$ cat src/design/bdh_pkg.sv
// Shared constants, types and helper functions of the button debouncer with hold detection.
`default_nettype none
package bdh_pkg;

	localparam int NUM_BUTTONS   = 6;
	localparam int PIN_BITS      = 6;
	localparam int MASK_BITS     = 6;
	localparam int TS_BITS       = 64;
	localparam int CFG_IDX_BITS  = 2;
	localparam int CFG_DATA_BITS = 16;
	localparam int DEB_BITS      = 10;
	localparam int HOLD_BITS     = 16;
	// Thresholds in microseconds: (1023 + 1) * 1000 and 65535 * 1000 set these widths.
	localparam int DEB_THR_BITS  = 20;
	localparam int HOLD_THR_BITS = 26;
	localparam int BTN_A         = NUM_BUTTONS - 2;
	localparam int BTN_B         = NUM_BUTTONS - 1;

	localparam logic [DEB_THR_BITS-1:0]  DEB_THR_RST  = DEB_THR_BITS'((30 + 1) * 1000);
	localparam logic [HOLD_THR_BITS-1:0] EXIT_THR_RST = HOLD_THR_BITS'(2000 * 1000);
	localparam logic [HOLD_THR_BITS-1:0] FS_THR_RST   = HOLD_THR_BITS'(5000 * 1000);

	typedef enum logic [CFG_IDX_BITS-1:0] {
		REG_DEBOUNCE      = 2'd0,
		REG_EXIT_HOLD     = 2'd1,
		REG_FAILSAFE_HOLD = 2'd2
	} reg_idx_t;

	typedef struct packed {
		logic level_nxt;
		logic before_nxt;
		logic press_take;
	} lane_stat_t;

	typedef struct packed {
		logic [MASK_BITS-1:0] held_mask;
		logic [MASK_BITS-1:0] pressed_mask;
		logic [MASK_BITS-1:0] released_mask;
		logic                 exit_requested;
		logic                 fail_safe;
		logic                 exit_combo;
	} result_t;

	// (ms + 1) * 1000: a difference d satisfies d / 1000 > ms exactly when d reaches this.
	function automatic logic [DEB_THR_BITS-1:0] deb_thr(input logic [DEB_BITS-1:0] ms);
		logic [DEB_THR_BITS-1:0] v;
		v = DEB_THR_BITS'(ms) + DEB_THR_BITS'(1);
		return (v << 10) - (v << 4) - (v << 3);
	endfunction

	// ms * 1000: d / 1000 >= ms exactly when d reaches this.
	function automatic logic [HOLD_THR_BITS-1:0] hold_thr(input logic [HOLD_BITS-1:0] ms);
		logic [HOLD_THR_BITS-1:0] v;
		v = HOLD_THR_BITS'(ms);
		return (v << 10) - (v << 4) - (v << 3);
	endfunction

endpackage
`default_nettype wire

$ cat src/design/bdh_in_if.sv
// Pin sample channel: valid, ready, pin levels and timestamp.
`default_nettype none
interface bdh_in_if;
	import bdh_pkg::*;
	logic                valid;
	logic                ready;
	logic [PIN_BITS-1:0] raw_pins;
	logic [TS_BITS-1:0]  now_us;
	modport source (output valid, raw_pins, now_us, input ready);
	modport sink (input valid, raw_pins, now_us, output ready);
endinterface
`default_nettype wire

$ cat src/design/bdh_out_if.sv
// Result channel: valid, ready and the debounced masks and exit flags.
`default_nettype none
interface bdh_out_if;
	import bdh_pkg::*;
	logic                 valid;
	logic                 ready;
	logic [MASK_BITS-1:0] held_mask;
	logic [MASK_BITS-1:0] pressed_mask;
	logic [MASK_BITS-1:0] released_mask;
	logic                 exit_requested;
	logic                 fail_safe;
	logic                 exit_combo;
	modport source (output valid, held_mask, pressed_mask, released_mask, exit_requested,
		fail_safe, exit_combo, input ready);
	modport sink (input valid, held_mask, pressed_mask, released_mask, exit_requested,
		fail_safe, exit_combo, output ready);
endinterface
`default_nettype wire

$ cat src/design/bdh_cfg_if.sv
// Configuration write channel: valid, ready, register index and write data.
`default_nettype none
interface bdh_cfg_if;
	import bdh_pkg::*;
	logic                     valid;
	logic                     ready;
	logic [CFG_IDX_BITS-1:0]  reg_index;
	logic [CFG_DATA_BITS-1:0] wdata;
	modport source (output valid, reg_index, wdata, input ready);
	modport sink (input valid, reg_index, wdata, output ready);
endinterface
`default_nettype wire

$ cat src/design/bdh_lane.sv
// One button lane: debounced level, previous level and last change time.
`default_nettype none
module bdh_lane (
	input  wire logic                            clk,
	input  wire logic                            arst_n,
	input  wire logic                            take,
	input  wire logic                            raw_level,
	input  wire logic [bdh_pkg::TS_BITS-1:0]     now_us,
	input  wire logic [bdh_pkg::DEB_THR_BITS-1:0] deb_thr,
	output bdh_pkg::lane_stat_t                  stat
);
	import bdh_pkg::*;

	logic               level_q;
	logic               before_q;
	logic [TS_BITS-1:0] change_time_q;
	logic [TS_BITS-1:0] diff;
	logic               old_enough;
	logic               change;

	assign diff       = now_us - change_time_q;
	assign old_enough = (|diff[TS_BITS-1:DEB_THR_BITS]) || (diff[DEB_THR_BITS-1:0] >= deb_thr);
	assign change     = (raw_level ^ level_q) & old_enough;

	always_comb begin
		stat.level_nxt  = change ? raw_level : level_q;
		stat.before_nxt = change ? level_q : before_q;
		stat.press_take = change & raw_level;
	end

	always_ff @(posedge clk or negedge arst_n) begin
		if (!arst_n) begin
			level_q       <= 1'b0;
			before_q      <= 1'b0;
			change_time_q <= '0;
		end else if (take) begin
			level_q  <= stat.level_nxt;
			before_q <= stat.before_nxt;
			if (change) begin
				change_time_q <= now_us;
			end
		end
	end
endmodule
`default_nettype wire

$ cat src/design/bdh_merge.sv
// Merge of the lanes: edge masks and exit hold flags from the updated levels.
`default_nettype none
module bdh_merge (
	input  wire logic [bdh_pkg::NUM_BUTTONS-1:0]   level,
	input  wire logic [bdh_pkg::NUM_BUTTONS-1:0]   prev_level,
	input  wire logic [bdh_pkg::TS_BITS-1:0]       exit_diff,
	input  wire logic [bdh_pkg::HOLD_THR_BITS-1:0] exit_thr,
	input  wire logic [bdh_pkg::HOLD_THR_BITS-1:0] fs_thr,
	output bdh_pkg::result_t                       res
);
	import bdh_pkg::*;

	logic [NUM_BUTTONS-1:0] pressed;
	logic [NUM_BUTTONS-1:0] released;
	logic                   high_part;
	logic                   ex;
	logic                   fs;

	assign pressed   = level & ~prev_level;
	assign released  = ~level & prev_level;
	assign high_part = |exit_diff[TS_BITS-1:HOLD_THR_BITS];
	assign ex = level[BTN_B] && (high_part || (exit_diff[HOLD_THR_BITS-1:0] >= exit_thr));
	assign fs = level[BTN_B] && (high_part || (exit_diff[HOLD_THR_BITS-1:0] >= fs_thr));

	always_comb begin
		res.held_mask      = MASK_BITS'(level);
		res.pressed_mask   = MASK_BITS'(pressed);
		res.released_mask  = MASK_BITS'(released);
		res.exit_requested = ex;
		res.fail_safe      = fs;
		res.exit_combo     = ex || fs || (pressed[BTN_A] && pressed[BTN_B]);
	end
endmodule
`default_nettype wire

$ cat src/design/button_debounce_hold_detector.sv
// Top level of the button debouncer with hold detection.
// Each item is one sample of the six active-low button pins with a free-running
// microsecond timestamp, and each item gives exactly one result. A button's new
// level is taken only once more than the debounce time in whole milliseconds has
// passed since its last accepted change; the last button is the exit button and
// the one before it is button A. The block takes one item per clock cycle while
// back-pressure does not stall it; each result passes the first stage and the
// output register: in the cycle of acceptance one lane per button does a 64-bit
// subtract and compare against the debounce threshold and updates its state, so
// the next item can follow at once; the merge stage then compares the exit
// button's hold time and forms the masks into the output register. Hold times
// are compared in microseconds against thresholds that are multiplied by 1000
// when a register is written, so no division takes place. The configuration
// channel is always ready; writes to an index beyond the three registers are
// ignored, and writes should only be made while no item is in flight.
`default_nettype none
module button_debounce_hold_detector (
	input  wire logic clk,
	input  wire logic arst_n,
	bdh_in_if.sink    sample,
	bdh_out_if.source result,
	bdh_cfg_if.sink   cfg
);
	import bdh_pkg::*;

	// Configuration, held as thresholds in microseconds.
	logic [DEB_THR_BITS-1:0]  deb_thr_q;
	logic [HOLD_THR_BITS-1:0] exit_thr_q;
	logic [HOLD_THR_BITS-1:0] fs_thr_q;

	assign cfg.ready = 1'b1;

	always_ff @(posedge clk or negedge arst_n) begin
		if (!arst_n) begin
			deb_thr_q  <= DEB_THR_RST;
			exit_thr_q <= EXIT_THR_RST;
			fs_thr_q   <= FS_THR_RST;
		end else if (cfg.valid) begin
			unique case (cfg.reg_index)
				REG_DEBOUNCE:      deb_thr_q  <= deb_thr(cfg.wdata[DEB_BITS-1:0]);
				REG_EXIT_HOLD:     exit_thr_q <= hold_thr(cfg.wdata[HOLD_BITS-1:0]);
				REG_FAILSAFE_HOLD: fs_thr_q   <= hold_thr(cfg.wdata[HOLD_BITS-1:0]);
				default: ;
			endcase
		end
	end

	// Handshake: the first stage moves on whenever the output register is free or being
	// emptied, and it takes a new item whenever it is empty or moves on.
	logic valid_s1;
	logic out_valid_q;
	logic adv_out;
	logic take;

	assign adv_out      = !out_valid_q || result.ready;
	assign sample.ready = !valid_s1 || adv_out;
	assign take         = sample.valid && sample.ready;

	// Button lanes. Pins are active low; buttons with no pin bit read as released.
	logic [NUM_BUTTONS-1:0] raw_level;
	lane_stat_t             stat [NUM_BUTTONS];
	logic [NUM_BUTTONS-1:0] level_nxt;
	logic [NUM_BUTTONS-1:0] before_nxt;

	for (genvar i = 0; i < NUM_BUTTONS; i++) begin : g_lane
		if (i < PIN_BITS) begin : g_pin
			assign raw_level[i] = ~sample.raw_pins[i];
		end else begin : g_nopin
			assign raw_level[i] = 1'b0;
		end

		bdh_lane u_lane (
			.clk       (clk),
			.arst_n    (arst_n),
			.take      (take),
			.raw_level (raw_level[i]),
			.now_us    (sample.now_us),
			.deb_thr   (deb_thr_q),
			.stat      (stat[i])
		);

		assign level_nxt[i]  = stat[i].level_nxt;
		assign before_nxt[i] = stat[i].before_nxt;
	end

	// Press time of the exit button. When the exit button's press is taken with
	// this very item, its hold time is zero.
	logic [TS_BITS-1:0] exit_press_time_q;
	logic [TS_BITS-1:0] exit_diff;

	assign exit_diff = stat[BTN_B].press_take ? '0 : (sample.now_us - exit_press_time_q);

	always_ff @(posedge clk or negedge arst_n) begin
		if (!arst_n) begin
			exit_press_time_q <= '0;
		end else if (take && stat[BTN_B].press_take) begin
			exit_press_time_q <= sample.now_us;
		end
	end

	// First pipeline stage: updated levels and the exit button's hold time.
	logic [NUM_BUTTONS-1:0] level_s1;
	logic [NUM_BUTTONS-1:0] before_s1;
	logic [TS_BITS-1:0]     exit_diff_s1;

	always_ff @(posedge clk or negedge arst_n) begin
		if (!arst_n) begin
			valid_s1 <= 1'b0;
		end else if (sample.ready) begin
			valid_s1 <= sample.valid;
		end
	end

	always_ff @(posedge clk) begin
		if (take) begin
			level_s1     <= level_nxt;
			before_s1    <= before_nxt;
			exit_diff_s1 <= exit_diff;
		end
	end

	// Merge stage and output register.
	result_t res;
	result_t res_q;

	bdh_merge u_merge (
		.level      (level_s1),
		.prev_level (before_s1),
		.exit_diff  (exit_diff_s1),
		.exit_thr   (exit_thr_q),
		.fs_thr     (fs_thr_q),
		.res        (res)
	);

	always_ff @(posedge clk or negedge arst_n) begin
		if (!arst_n) begin
			out_valid_q <= 1'b0;
		end else if (adv_out) begin
			out_valid_q <= valid_s1;
		end
	end

	always_ff @(posedge clk) begin
		if (adv_out && valid_s1) begin
			res_q <= res;
		end
	end

	assign result.valid          = out_valid_q;
	assign result.held_mask      = res_q.held_mask;
	assign result.pressed_mask   = res_q.pressed_mask;
	assign result.released_mask  = res_q.released_mask;
	assign result.exit_requested = res_q.exit_requested;
	assign result.fail_safe      = res_q.fail_safe;
	assign result.exit_combo     = res_q.exit_combo;
endmodule
`default_nettype wire

$ cat src/flat_wrapper.sv
// flat-port wrapper written by rule: the top's interface ports become plain ports
module button_debounce_hold_detector_flat import bdh_pkg::*;
  (clk, arst_n, sample_valid, sample_raw_pins, sample_now_us, sample_ready, result_valid, result_held_mask, result_pressed_mask, result_released_mask, result_exit_requested, result_fail_safe, result_exit_combo, result_ready, cfg_valid, cfg_reg_index, cfg_wdata, cfg_ready);
  bdh_in_if sample_i ();
  bdh_out_if result_i ();
  bdh_cfg_if cfg_i ();
  input  wire logic clk;
  input  wire logic arst_n;
  input wire logic [$bits(sample_i.valid)-1:0] sample_valid;
  input wire logic [$bits(sample_i.raw_pins)-1:0] sample_raw_pins;
  input wire logic [$bits(sample_i.now_us)-1:0] sample_now_us;
  output wire logic [$bits(sample_i.ready)-1:0] sample_ready;
  output wire logic [$bits(result_i.valid)-1:0] result_valid;
  output wire logic [$bits(result_i.held_mask)-1:0] result_held_mask;
  output wire logic [$bits(result_i.pressed_mask)-1:0] result_pressed_mask;
  output wire logic [$bits(result_i.released_mask)-1:0] result_released_mask;
  output wire logic [$bits(result_i.exit_requested)-1:0] result_exit_requested;
  output wire logic [$bits(result_i.fail_safe)-1:0] result_fail_safe;
  output wire logic [$bits(result_i.exit_combo)-1:0] result_exit_combo;
  input wire logic [$bits(result_i.ready)-1:0] result_ready;
  input wire logic [$bits(cfg_i.valid)-1:0] cfg_valid;
  input wire logic [$bits(cfg_i.reg_index)-1:0] cfg_reg_index;
  input wire logic [$bits(cfg_i.wdata)-1:0] cfg_wdata;
  output wire logic [$bits(cfg_i.ready)-1:0] cfg_ready;
  assign sample_i.valid = sample_valid;
  assign sample_i.raw_pins = sample_raw_pins;
  assign sample_i.now_us = sample_now_us;
  assign sample_ready = sample_i.ready;
  assign result_valid = result_i.valid;
  assign result_held_mask = result_i.held_mask;
  assign result_pressed_mask = result_i.pressed_mask;
  assign result_released_mask = result_i.released_mask;
  assign result_exit_requested = result_i.exit_requested;
  assign result_fail_safe = result_i.fail_safe;
  assign result_exit_combo = result_i.exit_combo;
  assign result_i.ready = result_ready;
  assign cfg_i.valid = cfg_valid;
  assign cfg_i.reg_index = cfg_reg_index;
  assign cfg_i.wdata = cfg_wdata;
  assign cfg_ready = cfg_i.ready;
  button_debounce_hold_detector u_core (.clk(clk), .arst_n(arst_n), .sample(sample_i), .result(result_i), .cfg(cfg_i));
endmodule
$ cat config.mk
export PLATFORM = sky130hd
export DESIGN_NAME = button_debounce_hold_detector_flat
export DESIGN_NICKNAME = d
export VERILOG_FILES = /design/src/design/bdh_pkg.sv /design/src/design/bdh_in_if.sv /design/src/design/bdh_out_if.sv /design/src/design/bdh_cfg_if.sv /design/src/design/bdh_lane.sv /design/src/design/bdh_merge.sv /design/src/design/button_debounce_hold_detector.sv /design/src/flat_wrapper.sv
export SDC_FILE = /design/constraint.sdc
export NUM_CORES = 2
export LEC_CHECK = 0
export BUFFER_PORTS_ARGS = -buffer_cell sky130_fd_sc_hd__buf_2
export CAP_MARGIN = 15
export CORE_AREA = 4 4 379 381
export DETAILED_ROUTE_END_ITERATION = 6
export DIE_AREA = 0 0 383 385
export GPL_TIMING_DRIVEN = 1
export SKIP_LAST_GASP = 1
export SLEW_MARGIN = 20
export SYNTH_ARGS = -nofsm -noshare
export SYNTH_HDL_FRONTEND = slang
export SYNTH_SLANG_ARGS = --single-unit
$ cat constraint.sdc
create_clock -name clk -period 5.4 [get_ports clk]
set_input_delay 0.81 -clock clk [delete_from_list [all_inputs] [get_ports clk]]
set_output_delay 0.81 -clock clk [all_outputs]
set_load 0.05 [all_outputs]
After elaboration in Yosys (flattened, before gate mapping) --
Cells that the tools add are included.
Word-level totals: register bits 631, input port bits 93, logic and storage cells 127
Operators by class: add/sub/neg operators 12, magnitude comparators 8, eq/ne operators 2, muxes and demuxes 12, bitwise gates (word level) 23, reductions and logical operators 37
Operators by type and width (count):
- $sub 64x64->64 | 7
- $reduce_or 44->1 | 6
- $ge 20x20->1 | 6
- $ge 26x26->1 | 2
- $sub 20x20->20 | 2
- $reduce_or 38->1 | 1
- $sub 26x19->26 | 1
- $sub 26x20->26 | 1
- $reduce_and 2->1 | 9
- $and 6x6->6 | 2
- $logic_or 1x1->1 | 12
- $mux 1 | 12
- $not 6->6 | 2
- $add 10x1->11 const B | 1
- $and 1x1->1 | 7
- $logic_and 1x1->1 | 6
- $not 1->1 | 6
- $xor 1x1->1 | 6
- $eq 2x1->1 const B | 1
- $eq 2x2->1 const B | 1
- $logic_not 1->1 | 2
- $logic_not 2->1 | 1

Longest topological paths before layout --
depth after elaboration 6, depth in mapped cells 28, depth with buffers taken out 27

Cells and area by module --
Synthesis repeated with hierarchy kept, for this count alone.
Unflattened totals: cells, all modules 8219, area total of the unflattened synthesis 67786.3 sq um
By module, submodules not included:
- bdh_lane (u_core.g_lane[1].u_lane ...) | instances 3, cells an instance 1102, area each 8682.1 sq um, sequential area each 1651.6 sq um
- button_debounce_hold_detector | instances 1, cells an instance 1492, area each 14485.1 sq um, sequential area each 6168.4 sq um
- bdh_lane (u_core.g_lane[0].u_lane) | instances 1, cells an instance 1079, area each 8630.8 sq um, sequential area each 1651.6 sq um
- bdh_lane (u_core.g_lane[4].u_lane) | instances 1, cells an instance 1069, area each 8625.8 sq um, sequential area each 1651.6 sq um
- bdh_lane (u_core.g_lane[5].u_lane) | instances 1, cells an instance 1054, area each 8464.4 sq um, sequential area each 1651.6 sq um
- bdh_merge | instances 1, cells an instance 219, area each 1534.0 sq um, sequential area each 0.0 sq um

Least setup slack after synthesis --
Ideal clock, no wire load.
path kind input port to flip-flop, start in sample_now_us[0], end reg u_core.g_lane[1].u_lane.change_time_q[14], library setup time 128 ps, arrival time 6227 ps, required time 5272 ps, path slack -955 ps, cell stages on the path 26, cells stage by stage inv_1 -> ha_1 -> inv_1 -> fa_1 -> a21o_1 -> a221o_1 -> nand4b_1 -> nand3_1 -> nand3_1 -> nand2_1 -> xnor2_1 -> ha_1 -> and4_1 -> a2bb2oi_1 -> nand4_1 -> a2111oi_0 -> o2111ai_1 -> nor4_1 -> nor4b_1 -> and4b_1 -> nand4_1 -> or4_1 -> nor4_4 -> nor3_4 -> buf_6 -> mux2_1
On the way: longest elaborated chain between the ends 5
Ends and longest elaborated chain:
- start: declaration | line flat_wrapper.sv:11 | input wire logic [$bits(sample_i.now_us)-1:0] sample_now_us;
- $sub 64x64->64 (*) | line bdh_lane.sv:21 | assign diff = now_us - change_time_q;
- $ge 20x20->1 or $reduce_or 44->1 (tied branches) | line bdh_lane.sv:22 | assign old_enough = (|diff[TS_BITS-1:DEB_THR_BITS]) || (diff[DEB_THR_BITS-1:0] >= deb_thr);
- $logic_or 1x1->1 (*) | line bdh_lane.sv:22
- $and 1x1->1 (*) | line bdh_lane.sv:23 | assign change = (raw_level ^ level_q) & old_enough;
- $reduce_and 2->1 (no source line) (*)
- end signal: assignment | line bdh_lane.sv:40 | change_time_q <= now_us;
- end: declaration | line bdh_lane.sv:16 | logic [TS_BITS-1:0] change_time_q;
Mark *: on every way between the ends. The rest lies on a longest branch, timed or not. A chain may end at the register's enable or synchronous reset.

Worst setup path after layout --
start in sample_now_us[0], end reg u_core.g_lane[2].u_lane.change_time_q[60]
On the way: longest elaborated chain between the ends 5
Ends and longest elaborated chain (line):
- $sub 64x64->64 (*) | bdh_lane.sv:21
- $ge 20x20->1 or $reduce_or 44->1 (tied branches) | bdh_lane.sv:22
- $logic_or 1x1->1 (*) | bdh_lane.sv:22
- $and 1x1->1 (*) | bdh_lane.sv:23
- $reduce_and 2->1 (no source line) (*)
- end signal: assignment | bdh_lane.sv:40
- end: declaration | bdh_lane.sv:16
Marked as above.

==> impl_results.rst <==
.. list-table::
   :header-rows: 1

   * - Metric
     - Value
   * - Met3 routed WL
     - 18.37 mm
   * - Post-synth EDFFs
     - 97
   * - Routed len/inst
     - 24.78 µm
   * - Worst slew margin relative to its limit
     - 0.2883
   * - DP Cell Count
     - about 11000
   * - Hold WS
     - 143.5 ps
   * - CTS Root Buffer Type
     - clkbuf_16
   * - Data required time of the critical path
     - about 6000 ps
   * - Path category of the worst min-delay check
     - input pin to asynchronous set/reset pin
   * - Most instantiated cells after synthesis
     - a21oi_1 (762), nand2_1 (737), inv_1 (695), ha_1 (648), dfrtp_1 (503)
   * - Clock buffer count from CTS
     - 84
   * - Post-Route Skew
     - 37.19 ps
   * - Power Density
     - about 460 nW/µm²
   * - Detailed-routed wire length on met2
     - 126.4 mm
   * - Skew-Pair Late Insertion Delay
     - 730 ps
   * - Number of unique standard cell types used by synthesis
     - approximately 120
   * - Total via count after detailed routing
     - between 60000 and 70000
   * - Met1 routed wirelength after detailed routing
     - 110.8 mm
   * - Iteration-0 DRC Markers
     - around 5700
   * - First-pass GRT wire length
     - 399.3 mm
   * - Average footprint of a synthesized cell
     - 8.120 µm²
   * - Final period demand of the worst path
     - 5939 ps
   * - TritonCTS clock tree
     - yes
   * - Yosys warns
     - 0
   * - Final global-route overflow total
     - 0
   * - Global routing usage summed across all routing layers
     - 0.3536
   * - Die outline area
     - 147500 µm²
   * - Final TNS setup
     - -128240 ps
   * - Maximum net fanout on the critical path
     - 5
   * - Top routing layer in use
     - met5
   * - Post-Syn Nets
     - 8501
   * - Summed instance area of the synthesized netlist
     - 62850 µm²
   * - Failing checks
     - setup timing
   * - Type of destination of the critical path
     - flip-flop
   * - FF-to-FF End
     - u_core.g_lane[2].u_lane.change_time_q[60]
   * - Leakage power of the design
     - 0.03917 µW
   * - Max-cap violation count
     - 0
   * - Minimum setup slack in the final design
     - -539.4 ps
   * - Fraction of registers with async set or reset after synthesis
     - 0.8441
   * - Bufs on Longest Clock Path
     - 3
   * - Die width
     - 383 µm
   * - Pin count of the biggest net entering global routing
     - 114
   * - Number of top-level design ports
     - 117
   * - Clock transition at path regs
     - 60 ps
   * - Share of Yosys cell area claimed by the top area cell type
     - 0.2003
   * - Post-Syn Instances
     - 7740
   * - Vertical extent of the die
     - 385 µm
   * - Area taken by flip-flops and latches
     - 16080 µm²
   * - Register-to-register setup slack
     - -530 ps
   * - Layout-stage area growth over the synthesis result
     - 34.94%
   * - Number of nets at the end of the flow
     - 9929
   * - Endpoint arrival time on the critical path
     - 6530 ps
   * - Count of unresolved DRC violations after routing
     - 0
   * - Initial DRT Pass Iterations
     - 6
   * - Number of buffers inserted by hold repair at cts
     - 0
   * - Worst-case vdd ir drop
     - around 0.35 mV
   * - RSZ-0062 raised after global routing
     - yes
   * - Origin of the critical flop-to-flop path
     - u_core.g_lane[2].u_lane.change_time_q[0]
   * - Initial antenna violation count
     - 18
   * - Predominant post-synthesis flop cell
     - dfrtp_1
   * - Initial core utilization
     - 0.4471
   * - Worst Reg-to-Reg Cells
     - 25
   * - Clock sinks
     - between 600 and 700
   * - Fill cell total of the finished layout
     - about 13000
   * - WS Path Type
     - input pin to flip-flop
   * - Post-DP HPWL
     - 205.5 mm
   * - Detailed-route vias per instance
     - 6.017
   * - Post-synthesis cell type with the largest combined area
     - dfrtp_1
   * - Most frequently used cell type in the post-synthesis netlist
     - a21oi_1
   * - H-Tree Level Count
     - 3
   * - Multi-input gate area in the final layout
     - 45580 µm²
   * - Kind of launch point of the worst setup path
     - input pin
   * - Result of the run
     - complete, but fails checks
   * - Share of the clock period used by the worst path after layout
     - 1.100
   * - CORE AREA
     - 140600 µm²
   * - Final weighted congestion of routability-driven global placement
     - approximately 1.0
   * - Leading post-synthesis cells by cell area
     - dfrtp_1 (20%), ha_1 (13%), a21oi_1 (6.1%)
   * - Count of port buffers added during placement
     - about 120
   * - Final count of pins violating max slew
     - 0
   * - Filler-free cell count of the finished design
     - 11140
   * - Final WL
     - 276.0 mm
   * - Post-synthesis sequential area ratio
     - 0.2558
   * - Number of global-route vias before repair
     - 65100
   * - Setup-failing EPs final
     - 529
   * - Transition time at the pin with the least slew margin
     - 1067 ps
   * - Number of routed nets with antenna violations
     - 0
   * - Number of placement rows
     - 138
   * - Max Clock Freq
     - 168.4 MHz
   * - Total count of hold-check failures in the final report
     - 0
   * - Share of final-layout standard cells stronger than drive strength 1
     - 0.2881
   * - Synth Register Bits
     - roughly 620
==> worst max path at each step <==
stage                                                      endpoint  slack [ps]                                startpoint  depth (start not counted)
after floorplan           u_core.g_lane[1].u_lane.change_time_q[14]        -570                          sample_now_us[0]                         26
after global placement                 u_core.exit_press_time_q[56]       -1860                          sample_now_us[0]                         28
after detailed placement                u_core.exit_press_time_q[2]       -1960                          sample_now_us[0]                         28
after CTS                 u_core.g_lane[2].u_lane.change_time_q[28]        -520  u_core.g_lane[2].u_lane.change_time_q[1]                         28
after global routing      u_core.g_lane[1].u_lane.change_time_q[21]        -730  u_core.g_lane[1].u_lane.change_time_q[0]                         28
final                     u_core.g_lane[2].u_lane.change_time_q[60]        -540                          sample_now_us[0]                         28
==> cells in the final DEF, fill, tap and decap left out, types with 73 or more instances in the layout <==
cell type,instances
edfxtp_1,97
and3_1,112
nand4_1,173
o21bai_1,100
inv_1,683
a21o_1,205
xnor2_1,185
mux2_2,94
buf_12,92
mux2_4,174
nor2_1,384
nor3_1,140
o211ai_1,73
o21a_1,101
o21ai_0,413
buf_4,1384
ha_1,627
buf_2,111
a21oi_1,741
nand2_1,682
nand3_1,192
xor2_1,118
dfrtp_1,503
clkbuf_16,111
==> worst max-delay path, stage by stage <==
cell and delay, ps:
buf_6 100, clkinvlp_4 80, buf_4 120, ha_4 150, inv_1 60, fa_2 360
a211oi_4 290, o21ai_4 130, and4_4 190, nor3_4 210, xnor2_1 140, ha_1 280
a21oi_1 130, nand2_1 90, a211oi_2 190, o211ai_1 130, or4_1 430, or4_4 540
nor4_4 150, o2111a_1 210, nand4_1 160, or4_4 620, o211ai_4 130, buf_12 160
buf_8 120, buf_12 110, buf_8 120, mux2_4 300
==> flip-flops by register name, summed over array words and instances, names as in the netlist, 6 cells and up <==
signal and cells:
u_core.g_lane.u_lane.before_q 6, u_core.g_lane.u_lane.change_time_q 384, u_core.level_s1 6, u_core.fs_thr_q 23, u_core.g_lane.u_lane.level_q 6, u_core.result.released_mask 6
u_core.before_s1 6, u_core.deb_thr_q 17, u_core.exit_thr_q 23, u_core.exit_press_time_q 64, u_core.result.pressed_mask 6, u_core.result.held_mask 6
u_core.exit_diff_s1 64
==> where the power goes <==
part / internal (µW) / leakage [µW] / total (µW) / switching, µW
clock: 3630 / 0.00145 / 6120 / 2480
sequential: 6170 / 0.00715 / 6790 / 627
combinational: 11800 / 0.0306 / 26300 / 14500
total: 21600 / 0.0392 / 39200 / 17600
==> what timing repair did <==
action,in CTS,in global routing
cloned,41,37
setup endpoints to repair,534,536
pin swaps,49,125
buffers inserted,66,44
resized for setup,386,439
endpoints found under the hold margin,0,0
==> area by class of cell <==
type	count	area share
multi-input cells	6063	0.5374
flip-flops and latches	622	0.1896
repair buffers	1702	0.1785
inverters	695	0.03089
well taps	1890	0.02789
clock buffers	104	0.02662
clock inverters	54	0.008764
diodes	10	0.0002951
==> kinds of logic after synthesis <==
family,synth area share
xor gates and xnor gates,0.04290
muxes,0.06082
other,0.00005967
DFF,0.2558
adders and majority gates,0.1354
AOI/OAI and AO/OA,0.2580
buffers and inverters,0.06779
and+or+nand+nor,0.1792
==> through the flow <==
stage	power, µW	area [µm²]	utilization	worst slack [ps]
floorplan	20890	63080	-	-567.8
global placement	30310	75820	0.5395	-1858
detailed placement	30610	75820	0.5395	-1962
CTS	37770	81880	0.5826	-517.6
global route	41740	84790	0.6033	-734.8
finish	39210	84800	0.6034	-539.4
==> metal layers <==
metal  vias to the layer above  track usage
li1                      31290            -
met1                     32550       0.4372
met2                      2462       0.5873
met3                       725      0.05428
met4                         2       0.2033
met5                         -            0
(Power assumes the default switching activity.)
